==> config.mk <==
export PLATFORM = sky130hd
export DESIGN_NAME = can_ascii_frame_parser
export DESIGN_NICKNAME = d
export VERILOG_FILES = /design/src/rtl/core/canap_pkg.sv /design/src/rtl/core/can_ascii_frame_parser.sv
export SDC_FILE = /design/constraint.sdc
export NUM_CORES = 1
export LEC_CHECK = 0
export BUFFER_PORTS_ARGS = -buffer_cell sky130_fd_sc_hd__clkbuf_2
export CAP_MARGIN = 10
export CORE_MARGIN = 2
export CORE_UTILIZATION = 58
export CTS_CLUSTER_DIAMETER = 60
export CTS_CLUSTER_SIZE = 28
export DETAILED_ROUTE_END_ITERATION = 8
export GPL_ROUTABILITY_DRIVEN = 1
export PLACE_DENSITY = 0.8
export SYNTH_ARGS = -nofsm -noshare
export SYNTH_HDL_FRONTEND = slang
export SYNTH_SLANG_ARGS = --single-unit
==> constraint.sdc <==
create_clock -name clk -period 9.05 [get_ports clk]
set_input_delay 0.4525 -clock clk [delete_from_list [all_inputs] [get_ports clk]]
set_output_delay 0.4525 -clock clk [all_outputs]
set_load 0.01 [all_outputs]
==> src/rtl/core/canap_pkg.sv <==
// ============================================================================
// CAN ASCII frame parser package
// Shared types, phase codes, flag masks and character constants for the
// text CAN frame parser, plus the hex digit decoder.
// ============================================================================
package canap_pkg;

    // Widths of the result fields
    localparam int unsigned LEN_W   = 7;
    localparam int unsigned INDEX_W = 6;
    localparam int unsigned ID_W    = 32;

    // Parse phases
    localparam logic [2:0] PH_ID       = 3'd0;
    localparam logic [2:0] PH_AFTER_ID = 3'd1;
    localparam logic [2:0] PH_RTR_LEN  = 3'd2;
    localparam logic [2:0] PH_FD_FLAGS = 3'd3;
    localparam logic [2:0] PH_DATA_HI  = 3'd4;
    localparam logic [2:0] PH_DATA_LO  = 3'd5;
    localparam logic [2:0] PH_DONE     = 3'd6;

    // Result kinds
    localparam logic KIND_BYTE    = 1'b0;
    localparam logic KIND_SUMMARY = 1'b1;

    // Frame status codes
    localparam logic [1:0] STATUS_REJECTED = 2'd0;
    localparam logic [1:0] STATUS_CLASSIC  = 2'd1;
    localparam logic [1:0] STATUS_FD       = 2'd2;

    // Identifier flag bits
    localparam logic [ID_W-1:0] FLAG_EFF = 32'h8000_0000;
    localparam logic [ID_W-1:0] FLAG_RTR = 32'h4000_0000;
    localparam logic [ID_W-1:0] FLAG_ERR = 32'h2000_0000;

    // Characters of the frame syntax
    localparam logic [7:0] CHAR_NUL     = 8'h00;
    localparam logic [7:0] CHAR_HASH    = 8'h23;
    localparam logic [7:0] CHAR_DOT     = 8'h2E;
    localparam logic [7:0] CHAR_R_UPPER = 8'h52;
    localparam logic [7:0] CHAR_R_LOWER = 8'h72;

    // Identifier positions at which the delimiter may stand, and the saturated position
    localparam logic [3:0] STD_ID_DIGITS = 4'd3;
    localparam logic [3:0] EXT_ID_DIGITS = 4'd8;
    localparam logic [3:0] POS_SATURATED = 4'd15;

    // Largest remote length that is taken
    localparam logic [3:0] REMOTE_MAX_LEN = 4'd8;

    // One result transaction
    typedef struct packed {
        logic               result_kind;
        logic [7:0]         data_byte;
        logic [INDEX_W-1:0] byte_index;
        logic [ID_W-1:0]    frame_id;
        logic [LEN_W-1:0]   frame_len;
        logic [3:0]         fd_flags;
        logic [1:0]         status;
    } result_t;

    // Decoded hex digit: valid flag and nibble value
    typedef struct packed {
        logic       ok;
        logic [3:0] nib;
    } hex_digit_t;

    // Decode one ASCII hex digit of either case.
    function automatic hex_digit_t hex_decode(input logic [7:0] c);
        hex_digit_t d;
        d.ok  = 1'b1;
        d.nib = 4'd0;
        if (c >= 8'h30 && c <= 8'h39) begin
            d.nib = 4'(c - 8'h30);
        end else if (c >= 8'h41 && c <= 8'h46) begin
            d.nib = 4'(c - 8'h37);
        end else if (c >= 8'h61 && c <= 8'h66) begin
            d.nib = 4'(c - 8'h57);
        end else begin
            d.ok = 1'b0;
        end
        return d;
    endfunction

endpackage

==> src/rtl/core/can_ascii_frame_parser.sv <==
// ============================================================================
// CAN ASCII frame parser
// Decodes a text CAN frame, one character per transaction, into payload
// bytes and a closing frame summary.
// ============================================================================
// Usage:
//   The input channel (in_valid, in_stall, char_code, is_end) carries one
//   character per transaction; a transaction with is_end high closes the
//   frame text. The output channel (out_valid, out_stall and the result
//   fields) carries a payload byte as soon as its second hex digit arrives,
//   and a frame summary for every end transaction.
//   A result is registered in the result register when that is free or
//   being taken, else in the skid register. Throughput is one character
//   per cycle while in_stall is low; the parse state is updated by a single
//   pass of logic between the input handshake and the result register.
//   A two-entry output stage (result register plus skid register) lets the
//   block take a character while a result still waits. in_stall rises only
//   once both entries hold results; it falls again after the receiver
//   takes one.
//   Reset clears the parse state to the identifier phase and empties both
//   output entries. After every end transaction the parse state returns to
//   that same reset value.
// ============================================================================
module can_ascii_frame_parser #(
    parameter int unsigned CLASSIC_MAX_BYTES = 8,
    parameter int unsigned FD_MAX_BYTES      = 64
) (
    input  logic                       clk,
    input  logic                       rst_n,
    // Character channel
    input  logic                       in_valid,
    output logic                       in_stall,
    input  logic [7:0]                 char_code,
    input  logic                       is_end,
    // Result channel
    output logic                       out_valid,
    input  logic                       out_stall,
    output logic                       result_kind,
    output logic [7:0]                 data_byte,
    output logic [canap_pkg::INDEX_W-1:0] byte_index,
    output logic [canap_pkg::ID_W-1:0] frame_id,
    output logic [canap_pkg::LEN_W-1:0] frame_len,
    output logic [3:0]                 fd_flags,
    output logic [1:0]                 status
);
    import canap_pkg::*;

    localparam logic [LEN_W-1:0] CLASSIC_LIMIT = LEN_W'(CLASSIC_MAX_BYTES);
    localparam logic [LEN_W-1:0] FD_LIMIT      = LEN_W'(FD_MAX_BYTES);

    // Parse state
    logic [2:0]       phase_reg,       phase_next;
    logic [3:0]       char_pos_reg,    char_pos_next;
    logic [ID_W-1:0]  id_value_reg,    id_value_next;
    logic [LEN_W-1:0] byte_pos_reg,    byte_pos_next;
    logic [3:0]       high_nib_reg,    high_nib_next;
    logic             sep_taken_reg,   sep_taken_next;
    logic             fd_mode_reg,     fd_mode_next;
    logic [3:0]       fd_flags_reg,    fd_flags_next;
    logic [3:0]       remote_len_reg,  remote_len_next;
    logic             error_seen_reg,  error_seen_next;
    logic             is_remote_reg,   is_remote_next;

    // Output stage
    logic             out_valid_reg;
    result_t          out_data_reg;
    logic             skid_valid_reg;
    result_t          skid_data_reg;

    // Per-character results
    logic             in_accept;
    logic             out_take;
    logic             res_valid;
    result_t          res;
    hex_digit_t       hex;
    logic             text_ok;
    logic             do_hi;
    logic             do_lo;
    logic [LEN_W-1:0] byte_pos_inc;
    logic [LEN_W-1:0] limit;

    assign in_accept = in_valid && !in_stall;
    assign out_take  = out_valid_reg && !out_stall;
    assign in_stall  = skid_valid_reg;

    assign hex          = hex_decode(char_code);
    assign byte_pos_inc = byte_pos_reg + LEN_W'(1);
    assign limit        = fd_mode_reg ? FD_LIMIT : CLASSIC_LIMIT;

    // The text so far forms an acceptable frame if it ended here.
    always_comb
    begin
        unique case (phase_reg)
            PH_AFTER_ID, PH_RTR_LEN, PH_DATA_HI: text_ok = 1'b1;
            PH_DONE:                             text_ok = !error_seen_reg;
            default:                             text_ok = 1'b0;
        endcase
    end

    // Next parse state and result for the character on the input.
    always_comb
    begin
        phase_next      = phase_reg;
        char_pos_next   = char_pos_reg;
        id_value_next   = id_value_reg;
        byte_pos_next   = byte_pos_reg;
        high_nib_next   = high_nib_reg;
        sep_taken_next  = sep_taken_reg;
        fd_mode_next    = fd_mode_reg;
        fd_flags_next   = fd_flags_reg;
        remote_len_next = remote_len_reg;
        error_seen_next = error_seen_reg;
        is_remote_next  = is_remote_reg;
        res_valid       = 1'b0;
        res             = '0;
        do_hi           = 1'b0;
        do_lo           = 1'b0;

        if (is_end) begin
            // Frame summary, then back to the reset state
            res_valid       = 1'b1;
            res.result_kind = KIND_SUMMARY;
            if (text_ok) begin
                res.frame_id  = is_remote_reg ? (id_value_reg | FLAG_RTR) : id_value_reg;
                res.frame_len = is_remote_reg ? LEN_W'(remote_len_reg) : byte_pos_reg;
                res.fd_flags  = fd_mode_reg ? fd_flags_reg : 4'd0;
                res.status    = fd_mode_reg ? STATUS_FD : STATUS_CLASSIC;
            end else begin
                res.status    = STATUS_REJECTED;
            end
            phase_next      = PH_ID;
            char_pos_next   = '0;
            id_value_next   = '0;
            byte_pos_next   = '0;
            high_nib_next   = '0;
            sep_taken_next  = 1'b0;
            fd_mode_next    = 1'b0;
            fd_flags_next   = '0;
            remote_len_next = '0;
            error_seen_next = 1'b0;
            is_remote_next  = 1'b0;
        end else if (char_code == CHAR_NUL) begin
            // A NUL closes the text early without a result
            if (phase_reg != PH_DONE) begin
                phase_next      = PH_DONE;
                error_seen_next = !text_ok;
            end
        end else begin
            unique case (phase_reg)
                PH_ID:
                begin
                    if (char_pos_reg == STD_ID_DIGITS && char_code == CHAR_HASH) begin
                        phase_next = PH_AFTER_ID;
                    end else if (char_pos_reg == EXT_ID_DIGITS) begin
                        if (char_code == CHAR_HASH) begin
                            if ((id_value_reg & FLAG_ERR) == '0) begin
                                id_value_next = id_value_reg | FLAG_EFF;
                            end
                            phase_next = PH_AFTER_ID;
                        end else begin
                            phase_next      = PH_DONE;
                            error_seen_next = 1'b1;
                        end
                    end else if (!hex.ok) begin
                        phase_next      = PH_DONE;
                        error_seen_next = 1'b1;
                    end else begin
                        id_value_next = {id_value_reg[ID_W-5:0], hex.nib};
                    end
                    if (char_pos_reg != POS_SATURATED) begin
                        char_pos_next = char_pos_reg + 4'd1;
                    end
                end
                PH_AFTER_ID:
                begin
                    if (char_code == CHAR_R_UPPER || char_code == CHAR_R_LOWER) begin
                        is_remote_next = 1'b1;
                        phase_next     = PH_RTR_LEN;
                    end else if (char_code == CHAR_HASH) begin
                        fd_mode_next = 1'b1;
                        phase_next   = PH_FD_FLAGS;
                    end else begin
                        do_hi = 1'b1;
                    end
                end
                PH_RTR_LEN:
                begin
                    if (hex.ok && hex.nib <= REMOTE_MAX_LEN) begin
                        remote_len_next = hex.nib;
                    end
                    phase_next = PH_DONE;
                end
                PH_FD_FLAGS:
                begin
                    if (!hex.ok) begin
                        phase_next      = PH_DONE;
                        error_seen_next = 1'b1;
                    end else begin
                        fd_flags_next = hex.nib;
                        phase_next    = PH_DATA_HI;
                    end
                end
                PH_DATA_HI: do_hi = 1'b1;
                PH_DATA_LO: do_lo = 1'b1;
                default:    ;
            endcase

            // First digit of a payload byte, or its optional separator
            if (do_hi) begin
                if (char_code == CHAR_DOT && !sep_taken_reg) begin
                    sep_taken_next = 1'b1;
                    phase_next     = PH_DATA_HI;
                end else if (!hex.ok) begin
                    phase_next      = PH_DONE;
                    error_seen_next = 1'b1;
                end else begin
                    high_nib_next = hex.nib;
                    phase_next    = PH_DATA_LO;
                end
            end

            // Second digit completes a payload byte
            if (do_lo) begin
                if (!hex.ok) begin
                    phase_next      = PH_DONE;
                    error_seen_next = 1'b1;
                end else begin
                    res_valid       = 1'b1;
                    res.result_kind = KIND_BYTE;
                    res.data_byte   = {high_nib_reg, hex.nib};
                    res.byte_index  = byte_pos_reg[INDEX_W-1:0];
                    byte_pos_next   = byte_pos_inc;
                    sep_taken_next  = 1'b0;
                    phase_next      = (byte_pos_inc >= limit) ? PH_DONE : PH_DATA_HI;
                end
            end
        end
    end

    // Parse state registers
    always_ff @(posedge clk or negedge rst_n)
    begin
        if (!rst_n) begin
            phase_reg      <= PH_ID;
            char_pos_reg   <= '0;
            id_value_reg   <= '0;
            byte_pos_reg   <= '0;
            high_nib_reg   <= '0;
            sep_taken_reg  <= 1'b0;
            fd_mode_reg    <= 1'b0;
            fd_flags_reg   <= '0;
            remote_len_reg <= '0;
            error_seen_reg <= 1'b0;
            is_remote_reg  <= 1'b0;
        end else if (in_accept) begin
            phase_reg      <= phase_next;
            char_pos_reg   <= char_pos_next;
            id_value_reg   <= id_value_next;
            byte_pos_reg   <= byte_pos_next;
            high_nib_reg   <= high_nib_next;
            sep_taken_reg  <= sep_taken_next;
            fd_mode_reg    <= fd_mode_next;
            fd_flags_reg   <= fd_flags_next;
            remote_len_reg <= remote_len_next;
            error_seen_reg <= error_seen_next;
            is_remote_reg  <= is_remote_next;
        end
    end

    // Output stage control: the skid entry drains first, so order is kept.
    always_ff @(posedge clk or negedge rst_n)
    begin
        if (!rst_n) begin
            out_valid_reg  <= 1'b0;
            skid_valid_reg <= 1'b0;
        end else if (skid_valid_reg) begin
            if (out_take || !out_valid_reg) begin
                out_valid_reg  <= 1'b1;
                skid_valid_reg <= 1'b0;
            end
        end else if (out_take || !out_valid_reg) begin
            out_valid_reg <= in_accept && res_valid;
        end else if (in_accept && res_valid) begin
            skid_valid_reg <= 1'b1;
        end
    end

    // Output stage payload
    always_ff @(posedge clk)
    begin
        if (skid_valid_reg) begin
            if (out_take || !out_valid_reg) begin
                out_data_reg <= skid_data_reg;
            end
        end else if (out_take || !out_valid_reg) begin
            out_data_reg <= res;
        end else if (in_accept && res_valid) begin
            skid_data_reg <= res;
        end
    end

    // Result ports
    assign out_valid   = out_valid_reg;
    assign result_kind = out_data_reg.result_kind;
    assign data_byte   = out_data_reg.data_byte;
    assign byte_index  = out_data_reg.byte_index;
    assign frame_id    = out_data_reg.frame_id;
    assign frame_len   = out_data_reg.frame_len;
    assign fd_flags    = out_data_reg.fd_flags;
    assign status      = out_data_reg.status;

endmodule

# Word-level counts from Yosys, hierarchy flattened

Index checks and enable logic that the tools add are counted.

Bits in read-only memories: 0
Memories kept: 0
Output and inout bits: 62
Register bits: 184
Logic and storage cells: 229
Memory bits (writable): 0
Bits in latches: 0
Input bits: 13

Multipliers: 0
Bitwise logic cells: 2
Div/mod/pow operators: 0
Shift-type cells: 0
$add $sub $neg: 5
Eq/ne operators: 24
Order comparisons: 8
Multiplexer cells: 115
Reductions and logical operators: 47

Operator list:

| cell                                                               | number |
|---|---|
| two-way mux 32 bit                                                 | 8 |
| two-way mux 60 bit                                                 | 3 |
| two-way mux 4 bit                                                  | 20 |
| two-way mux 14 bit                                                 | 4 |
| two-way mux 1 bit                                                  | 49 |
| two-way mux 45 bit                                                 | 1 |
| two-way mux 43 bit                                                 | 1 |
| two-way mux 7 bit                                                  | 6 |
| two-way mux 3 bit                                                  | 11 |
| logical NOT 32 bit                                                 | 1 |
| two-way mux 31 bit                                                 | 1 |
| nonzero test 2 bit                                                 | 11 |
| AND reduction 4 bit                                                | 5 |
| equality test 8 x 6 -> 1 bit (second input constant)               | 2 |
| equality test 8 x 7 -> 1 bit (second input constant)               | 2 |
| greater-or-equal comparator 8 x 7 -> 1 bit (second input constant) | 2 |
| <= comparator 8 x 7 -> 1 bit (second input constant)               | 2 |
| AND reduction 5 bit                                                | 3 |
| two-way mux 2 bit                                                  | 7 |
| one-hot mux 3 bit (4 select lines)                                 | 1 |
| inequality test 2 bit (second input constant)                      | 5 |
| equality test 3 bit (second input constant)                        | 3 |
| logical AND 1 bit                                                  | 9 |
| greater-or-equal comparator 8 x 6 -> 1 bit (second input constant) | 1 |
| other kinds (29)                                                   | 43 |

# Longest topological paths before layout

Depth after elaboration: 16
Gate-level depth with buffers: 10
Gate-level depth less buffers: 8

# Worst setup path before layout

Ideal clock, no wire load.

Path type: input -> register
Start point: input port out_stall
End point: register skid_data_reg[0] (netlist name) (enable)
Stages on the path: 2
Slack: 4.049 ns
Arrival time: 4.523 ns
Cell sequence: nand2_1 -> nor2_1

Cells in the longest elaborated chain, start to end: 5

Ends and longest elaborated chain:

| element                              | RTL line                      | RTL |
|---|---|---|
| start: declaration                   | can_ascii_frame_parser.sv:37  | `input logic out_stall,` |
| logical NOT 1 bit                    | can_ascii_frame_parser.sv:83  | `assign out_take = out_valid_reg && !out_stall;` |
| logical AND 1 bit                    | can_ascii_frame_parser.sv:83  |  |
| logical OR 1 bit                     | can_ascii_frame_parser.sv:295 | `end else if (out_take \|\| !out_valid_reg) begin` |
| inverter 1 bit (no source line)      | n/a                           |  |
| AND reduction 3 bit (no source line) | n/a                           |  |
| end signal: assignment               | can_ascii_frame_parser.sv:298 | `skid_data_reg <= res;` |
| end: declaration                     | can_ascii_frame_parser.sv:68  | `result_t skid_data_reg;` |

Every way passes these cells.
A chain may end at the register's enable or synchronous reset.

# Final worst setup path

Start point: input port char_code[3]
End point: register skid_data_reg[59] (netlist name) (enable)

Cells in the longest elaborated chain, start to end: 11

Ends and longest elaborated chain:

| element                                                                                    | RTL line                      | RTL |
|---|---|---|
| start: declaration                                                                         | can_ascii_frame_parser.sv:33  | `input logic [7:0] char_code,` |
| greater-or-equal comparator 8 x 7 -> 1 bit or <= comparator 8 x 7 -> 1 bit (tied branches) | canap_pkg.sv:77               | `end else if (c >= 8'h61 && c <= 8'h66) begin` |
| logical AND 1 bit                                                                          | canap_pkg.sv:77               |  |
| two-way mux 1 bit                                                                          | canap_pkg.sv:77               |  |
| two-way mux 1 bit                                                                          | canap_pkg.sv:75               | `end else if (c >= 8'h41 && c <= 8'h46) begin` |
| two-way mux 1 bit                                                                          | canap_pkg.sv:73               | `if (c >= 8'h30 && c <= 8'h39) begin` |
| two-way mux 1 bit                                                                          | can_ascii_frame_parser.sv:224 | `if (!hex.ok) begin` |
| two-way mux 1 bit                                                                          | can_ascii_frame_parser.sv:223 | `if (do_lo) begin` |
| two-way mux 1 bit (*)                                                                      | can_ascii_frame_parser.sv:142 | `end else if (char_code == CHAR_NUL) begin` |
| two-way mux 1 bit (*)                                                                      | can_ascii_frame_parser.sv:119 | `if (is_end) begin` |
| logical AND 1 bit (*)                                                                      | can_ascii_frame_parser.sv:297 | `end else if (in_accept && res_valid) begin` |
| AND reduction 3 bit (no source line) (*)                                                   | n/a                           |  |

Mark *: on every way between the ends. The rest lies on a longest branch, timed or not.

==> results by group <==
Outcome
  – Status: finished, final reports clean

Global route
  – Number of antenna violations at the first check in global routing: 0
  – First-pass GRT wire length: 27600 um
  – Via count of the first global-routing pass: 5245
  – GRT Util Overall: 0.237
  – Pin count of the biggest net entering global routing: 67
  – Total gr overflow: 0

CTS
  – Hold_buf cts: 0
  – H-tree depth: 4
  – Clock tree buffer depth: 2
  – CTS tree: done
  – Clock sinks: 184
  – Post-CTS Setup Bufs: 0
  – Clock buffer count from CTS: 17
  – Worst-Skew Late Latency: 0.43 ns
  – Clock root cell: clkbuf_16
  – Post-CTS resize count: 0
  – Worst-path clk slew: 0.07 ns

Pwr
  – Pwr dens: 203 nW/um^2
  – Sequential fraction of design power: 0.513
  – Lkg Pwr: 3.92 nW
  – VDD IR max: 0.128 mV
  – Pint: 1.42 mW
  – Comb power frac: 0.110
  – Switching power total: 0.483 mW
  – Sw frac: 0.253
  – Clock group share of total power: 0.377

Min path
  – Hold crit path type: in -> async

Logic synthesis
  – Synth cell count leaders: edfxtp_1 (120), nand2_1 (93), dfrtp_1 (64)
  – Register bit count reported by yosys: 184
  – Yosys top cell by area: edfxtp_1
  – Syn Inst Count: 682
  – Synth cell types: 63
  – Yosys top cell area share: 0.435
  – EDFF count, synth: 120
  – Synth top area cells: edfxtp_1 (43%), dfrtp_1 (19%), mux2_2 (6.9%), nand2_1 (4.2%), and3_1 (3.1%)
  – Post-synthesis cell area: 8280 um^2
  – Most frequent cell after synthesis: edfxtp_1
  – Number of synthesis warnings: 0
  – Synth Net Count: 704
  – Ys async rst share: 0.348
  – Mean Syn Cell Area: 12.1 um^2
  – Synth Flop Type: edfxtp_1
  – Post-synthesis sequential area ratio: 0.628

Die
  – Starting Density: 0.595
  – Horiz. Die Dim: 124 um
  – Core area: 13900 um^2
  – I/O pins: 75
  – Die Y: 124 um
  – Die Area: 15300 um^2
  – Site Rows: 43

STA
  – Fmax: 330 MHz
  – Final hold violations: 0
  – Min Tclk post-route: 3.03 ns
  – Crit share post-route: 0.335
  – WHS: 0.202 ns
  – Unrepaired setup endpoints after global routing: false
  – # setup viols final: 0
  – TNS Setup: 0 ns
  – Rel. slew slack: 0.207
  – Post-Route Skew: 0.00848 ns
  – Worst Max-Slew Pin Slew: 1.19 ns
  – Slew Limit Fails: 0

Detailed routing
  – Vias per inst: 5.88
  – DR iter-0 viols: 498
  – First-pass DRT Iterations: 5
  – WL/cell: 18.1 um
  – WL final: 16900 um
  – Post-route ant nets: 0
  – Via count of the routed design: 5496
  – DR DRC count: 0

Final layout
  – N_diodes: 0
  – Share of layout cells above drive strength 1: 0.236
  – Layout area overhead: 13.3%
  – Fillers: 991
  – Layout net count: 763
  – Max FFs per register: 60

Flow run
  – Max-capacitance violation count: 0

Critical path
  – Crit-path cells: clkbuf_2 -> or4b_4 -> or2_1 -> o21ai_2 -> a31oi_1 -> nor2_4 -> buf_4
  – Critical path data required time: 9.11 ns
  – CP max-delay cell: buf_4
  – CP Capture Type: flop
  – Crit path kind: in -> reg
  – Crit-path max FO: 60
  – Type of origin of the critical path: input port
  – Crit path largest cell delay: 0.60 ns
  – Worst path arrival time: 3.09 ns

Place
  – Final Wtd Congestion: 0.919
  – IO buf count: 74
  – Dpl hpwl: 11000 um
placed cells by master (no fill, tap or decap), types with 4 or more instances in the layout:
cell	instances
a21o_1	4
a21oi_1	17
and2_1	17
and3_1	41
buf_4	6
clkbuf_16	20
clkbuf_2	74
clkinv_2	4
dfrtp_1	63
edfxtp_1	120
ha_1	9
inv_1	13
mux2_2	51
mux2i_1	8
nand2_1	92
nand2b_1	8
nand3_1	10
nor2_1	34
nor2b_1	7
nor3_1	4
o21a_1	4
o21ai_0	19
o21ai_1	30
o31ai_1	15
xor2_1	5
layer usage:
metal	GRT usage	vias up	part of all wire
li1	-	2614	-
met1	0.352	2707	0.46
met2	0.357	158	0.48
met3	0.0452	17	0.050
met4	0.0724	0	0.012
met5	0	-	0
worst max-delay path: cells and delay by family:
family,cells,cell delay (ns)
and+or+nand+nor,3,1.03
buffers and inverters,2,0.77
AOI/OAI and AO/OA,2,0.77
final timing paths:
| path | start | endpoint | slack, ns | depth (start not counted) |
|---|---|---|---|---|
| worst max-delay path | char_code[3] | skid_data_reg[59] | 6.02 | 7 |
| worst min register to register | id_value_reg[28] | id_value_reg[28] | 0.50 | 2 |
| max in group asynchronous | rst_n | in_stall | 8.23 | 2 |
| worst min-delay path | rst_n | phase_reg[1] | 0.20 | 2 |
| min in group clk | char_code[0] | remote_len_reg[0] | 0.46 | 3 |
| worst max register to register | in_stall | skid_data_reg[59] | 6.19 | 5 |
power by group through the flow:
stage	Clock, mW	Combinational [mW]	Sequential [mW]
global placement	0	0.205	0.993
finish	0.719	0.209	0.980
global route	0.768	0.233	0.985
floorplan	0	0.130	0.995
CTS	0.729	0.211	0.979
detailed placement	0	0.210	0.996
area by class of cell:
cell class	instances	area, um^2	share of cell area
clock buffers	21	514	0.0548
flip-flops and latches	184	5210	0.555
repair buffers	80	415	0.0443
multi-input cells	445	2900	0.309
clock inverters	11	76.3	0.00813
inverters	13	48.8	0.00520
well taps	180	225	0.0240
through the flow:
step / area (um^2) / utilization / total power, mW / std cells / worst slack [ns]
2_1_floorplan: 8280 / - / 1.12 / 682 / 4.05
3_3_place_gp: 8800 / 0.631 / 1.20 / 902 / 5.71
3_5_place_dp: 8800 / 0.631 / 1.21 / 902 / 5.59
4_1_cts: 9390 / 0.674 / 1.92 / 934 / 6.04
5_1_grt: 9390 / 0.674 / 1.99 / 934 / 5.85
6_report: 9390 / 0.674 / 1.91 / 934 / 6.02
kinds of logic after synthesis:
family | after synthesis | synth area share
AOI/OAI and AO/OA | 128 | 0.0994
and+or+nand+nor | 242 | 0.147
xor gates and xnor gates | 6 | 0.00634
muxes | 60 | 0.0804
DFF | 184 | 0.628
buffers and inverters | 53 | 0.0251
adders and majority gates | 9 | 0.0136
No activity file was read; power rests on OpenSTA's default activity.
